## src/hdl/prf_mul.sv

```systemverilog
`default_nettype none
// Pipelined multiplier: B is retired CW bits per stage, the partial
// product shifted into a running sum. Several lanes share one tag.
module prf_mul #(
  parameter int AW    = 40,
  parameter int BW    = 40,
  parameter int CW    = 8,
  parameter int LANES = 1,
  parameter int TW    = 1
) (
  input  wire logic                           clk,
  input  wire logic                           rst_n,
  input  wire logic                           en,
  input  wire logic                           in_valid,
  input  wire logic [LANES-1:0][AW-1:0]       a,
  input  wire logic [LANES-1:0][BW-1:0]       b,
  input  wire logic [TW-1:0]                  in_tag,
  output logic                                out_valid,
  output logic [LANES-1:0][AW+BW-1:0]         p,
  output logic [TW-1:0]                       out_tag
);
  localparam int NS = (BW + CW - 1) / CW;
  localparam int BP = NS * CW;
  localparam int PW = AW + BW;

  logic [NS-1:0]          v_r;
  logic [NS-1:0][TW-1:0]  tag_r;
  logic [PW-1:0]          acc_r [NS][LANES];
  logic [AW-1:0]          a_r   [NS][LANES];
  logic [BP-1:0]          b_r   [NS][LANES];

  wire [PW-1:0] acc_nxt [NS][LANES];
  wire [AW-1:0] a_nxt   [NS][LANES];
  wire [BP-1:0] b_nxt   [NS][LANES];

  // one partial product and one add per stage and lane
  for (genvar s = 0; s < NS; s++) begin : g_st
    for (genvar l = 0; l < LANES; l++) begin : g_ln
      wire [AW-1:0]    a_i;
      wire [BP-1:0]    b_i;
      wire [PW-1:0]    acc_i;
      wire [AW+CW-1:0] pp;
      if (s == 0) begin : g_first
        assign a_i   = a[l];
        assign b_i   = BP'(b[l]);
        assign acc_i = '0;
      end else begin : g_next
        assign a_i   = a_r[s-1][l];
        assign b_i   = b_r[s-1][l];
        assign acc_i = acc_r[s-1][l];
      end
      assign pp = a_i * b_i[s*CW +: CW];
      assign acc_nxt[s][l] = acc_i + (PW'(pp) << (s * CW));
      assign a_nxt[s][l]   = a_i;
      assign b_nxt[s][l]   = b_i;
    end
  end

  // valid and tag move with the data
  always_ff @(posedge clk) begin
    if (!rst_n) begin
      v_r <= '0;
    end else if (en) begin
      v_r <= {v_r[NS-2:0], in_valid};
    end
  end

  always_ff @(posedge clk) begin
    if (en) begin
      tag_r <= {tag_r[NS-2:0], in_tag};
      for (int s = 0; s < NS; s++) begin
        for (int l = 0; l < LANES; l++) begin
          acc_r[s][l] <= acc_nxt[s][l];
          a_r[s][l]   <= a_nxt[s][l];
          b_r[s][l]   <= b_nxt[s][l];
        end
      end
    end
  end

  always_comb begin
    for (int l = 0; l < LANES; l++) begin
      p[l] = acc_r[NS-1][l];
    end
  end
  assign out_valid = v_r[NS-1];
  assign out_tag   = tag_r[NS-1];

endmodule
`default_nettype wire

```

## config.mk

```make
export PLATFORM = sky130hd
export DESIGN_NAME = prf_mul
export DESIGN_NICKNAME = d
export VERILOG_FILES = /design/src/hdl/prf_mul.sv
export SDC_FILE = /design/constraint.sdc
export NUM_CORES = 2
export LEC_CHECK = 0
export ABC_AREA = 1
export BUFFER_PORTS_ARGS = -buffer_cell sky130_fd_sc_hd__buf_2
export CAP_MARGIN = 5
export CELL_PAD_IN_SITES_DETAIL_PLACEMENT = 0
export CELL_PAD_IN_SITES_GLOBAL_PLACEMENT = 1
export CORE_MARGIN = 10
export CORE_UTILIZATION = 40
export DETAILED_ROUTE_END_ITERATION = 8
export GPL_TIMING_DRIVEN = 0
export PLACE_DENSITY = 0.69
export SYNTH_ARGS = -nofsm -noshare
export SYNTH_HDL_FRONTEND = slang
export SYNTH_SLANG_ARGS = --single-unit
```

## constraint.sdc

```tcl
create_clock -name clk -period 6.35 [get_ports clk]
set_input_delay 0.635 -clock clk [delete_from_list [all_inputs] [get_ports clk]]
set_output_delay 0.635 -clock clk [all_outputs]
set_load 0.05 [all_outputs]
```

==> out/qor.csv <==
stage,metric,value,unit
outcome,outcome,"finished, violations left",
outcome,failing checks,setup timing,
setup_path,Worst Setup SP,a_r[0][42],
setup_path,Crit path arrival time,6930,ps
clock_tree,Root Buffer,clkbuf_16,
finish,fillers,19400,
synthesis,Post-synth EDFFs,568,
drt,via count,67200,
timing,unrepaired setup endpoints after global routing,yes,
finish,Register Area,17200,sq um
timing,Rel. slew slack,35.2,%
floorplan,core area,202000,sq um
drt,Antenna Violating Nets Remaining,0,
clock_tree,Clock Path Buffers,3,
finish,"commonest non-fill, non-tap cells in the layout","nand2_1, inv_1, fa_1",
timing,Final Critical Period,6510,ps
drt,Initial DRT Pass Iterations,6,
floorplan,row count,165,
drt,Iter 0 DRT Violations,4318,
timing,Achievable Freq,154,MHz
clock_tree,"Clk Latency, worst-skew pair",740,ps
finish,"most common cell after layout, fill and taps aside",nand2_1,
synthesis,Seq cells post-synth,573,
setup_path,Setup crit end kind,flop,
clock_tree,hold-fix buffers at CTS,0,
timing,final setup fails,9,
clock_tree,Worst-path clk slew,50,ps
synthesis,post-synth top area share,28.3,%
finish,Non-Filler Instances,13600,
finish,area of the multi-input gates,60600,sq um
synthesis,YS warnings,0,
synthesis,Area contributors post-synth,"fa_1, edfxtp_1, nand2_1, inv_1, ha_1",
setup_path,cell at the slowest stage of the critical path,fa_1,
timing,Final WS setup,-156,ps
finish,area delta synth->final,23.9,%
drt,Total Wirelength,283,mm
setup_path,CP peak stage delay,530,ps
placement,DP Wirelength,235,mm
global_route,total grt overflow,0,
placement,Final GP Congestion,0.945,
global_route,initial antenna violation count,10,
floorplan,Initial Util,40.2,%
synthesis,Yosys top cell by area,fa_1,
timing,Fin. Hold Viols,0,
setup_path,WS Path Type,flop to flop,
synthesis,post-synthesis sequential area ratio,21.2,%
timing,final hold slack,75.4,ps
timing,worst-margin pin slew,971,ps
clock_tree,# clock sinks,573,
drt,vias per cell,4.93,
global_route,first-pass GRT wire length,424,mm
setup_path,"Max FO, Critical Path",7,
timing,max-slew violations,0,
synthesis,"FFs w/ async S/R, synth",0,%
drt,drt drc,0,
synthesis,"Primary FF master, synth",edfxtp_1,
floorplan,Die Area,221000,sq um
finish,Final Core Density,49.8,%
drt,Avg WL per Cell,20.8,um
synthesis,"Avg Cell Area, Syn",7.92,sq um
finish,Layout Nets,12700,
global_route,vias in the first global route,70900,
clock_tree,H-Tree Depth,3,
placement,dpl cells,13100,
hold_path,worst hold path class,input pin to flop,
floorplan,Chip Height,470,um
synthesis,Cells after Synth,10200,
global_route,largest net degree at the start of global routing,135,
placement,pre-CTS setup slack,-1580,ps
placement,Port Buffers,158,
floorplan,DIE WIDTH,470,um
flow_run,maxcap violations,0,
finish,share of cells above drive strength 1,19.6,%
clock_tree,CTS tree,done,
setup_path,crit path launch type,flop,
clock_tree,CTS buffer count,74,
global_route,Total GRT Usage,24.9,%
timing,Final period util,102,%
timing,final worst clock skew,51.3,ps
synthesis,Synthesized Nets,12000,
synthesis,synthesized cell area,81100,sq um
synthesis,Yosys cell types,48,
floorplan,I/O pin total,167,
setup_path,Critical R2R Launch,a_r[0][42],
setup_path,Worst EP required,6780,ps
hold_path,worst hold start,in_tag,
==> final cells by class <==
class	count	area share [%]
multi-input combinational	6762	60.4
tap	2672	3.33
timing repair buffer	634	5.02
buffer	307	2.24
clock inverter	47	0.588
antenna	1	0.00249
clock buffer	82	1.87
inverter	2545	9.51
sequential	573	17.1
==> kinds of logic after synthesis <==
| logic type | after synthesis | synth area share [%] |
|---|---|---|
| buffers and inverters | 2905 | 13.5 |
| AOI/OAI and AO/OA | 969 | 6.77 |
| adders and majority gates | 1668 | 36.3 |
| DFF | 573 | 21.2 |
| xor gates and xnor gates | 357 | 3.86 |
| and+or+nand+nor | 3768 | 18.4 |
==> sequential cells by signal (all words and copies together), names as in the netlist <==
register  flops
out_tag       1
acc_r       323
b_r          80
v_r           5
a_r         160
tag_r         4
==> cell usage after synthesis (8+ instances only) <==
| library cell | number |
|---|---|
| nand2_1 | 2812 |
| inv_1 | 2543 |
| fa_1 | 1144 |
| nor2_1 | 578 |
| edfxtp_1 | 568 |
| ha_1 | 524 |
| a21oi_1 | 444 |
| clkbuf_1 | 360 |
| xor2_1 | 229 |
| o21ai_0 | 227 |
| nand3_1 | 182 |
| xnor2_1 | 128 |
| a31oi_1 | 97 |
| o21bai_1 | 68 |
| a21o_1 | 57 |
| nand4_1 | 47 |
| nand2_2 | 30 |
| nor3_1 | 30 |
| nor2_2 | 27 |
| nor4_1 | 15 |
| and3_1 | 14 |
| nand3_2 | 14 |
| o21ai_1 | 14 |
| o21a_1 | 13 |
| a21boi_0 | 8 |
==> what timing repair did <==
item	CTS	global route
resized for setup	1035	1135
buffers inserted	262	206
pin swaps	195	421
endpoints found under the setup margin	133	101
gates cloned	4	4
hold endpoints to repair	0	0
==> per-layer routing <==
metal	routed length (um)	part of all wire [%]	GRT usage [%]
met5	13	0.0046	0
met3	13500	4.8	3.21
met2	135000	48	42.0
met1	119000	42	31.6
met4	15700	5.5	11.5
==> metrics by stage <==
step                TNS [ps]  cell area, sq um
global route           -6090            100000
finish                  -538            100000
detailed placement   -106740             85300
global placement    -2536830             85200
floorplan                  0             81100
CTS                     -323             94200
==> worst paths after layout <==
kind | to | slack, ps | cells past startpoint
setup / recovery | acc_r[2][61] | -160 | 33
hold / removal | tag_r[0] | 80 | 1
setup reg to reg | acc_r[2][61] | -160 | 33
hold reg to reg | acc_r[4][13] | 400 | 0
==> critical path: cells and delay by family (launching register included) <==
kind	cells	cell delay, ps
adders and majority gates	6	2600
and+or+nand+nor	14	1530
buffers and inverters	8	670
AOI/OAI and AO/OA	4	550
DFF	1	490
xor gates and xnor gates	1	350
Power is not shown: default switching activity piles up to over one toggle a cycle in this logic, so the estimate is an artifact.
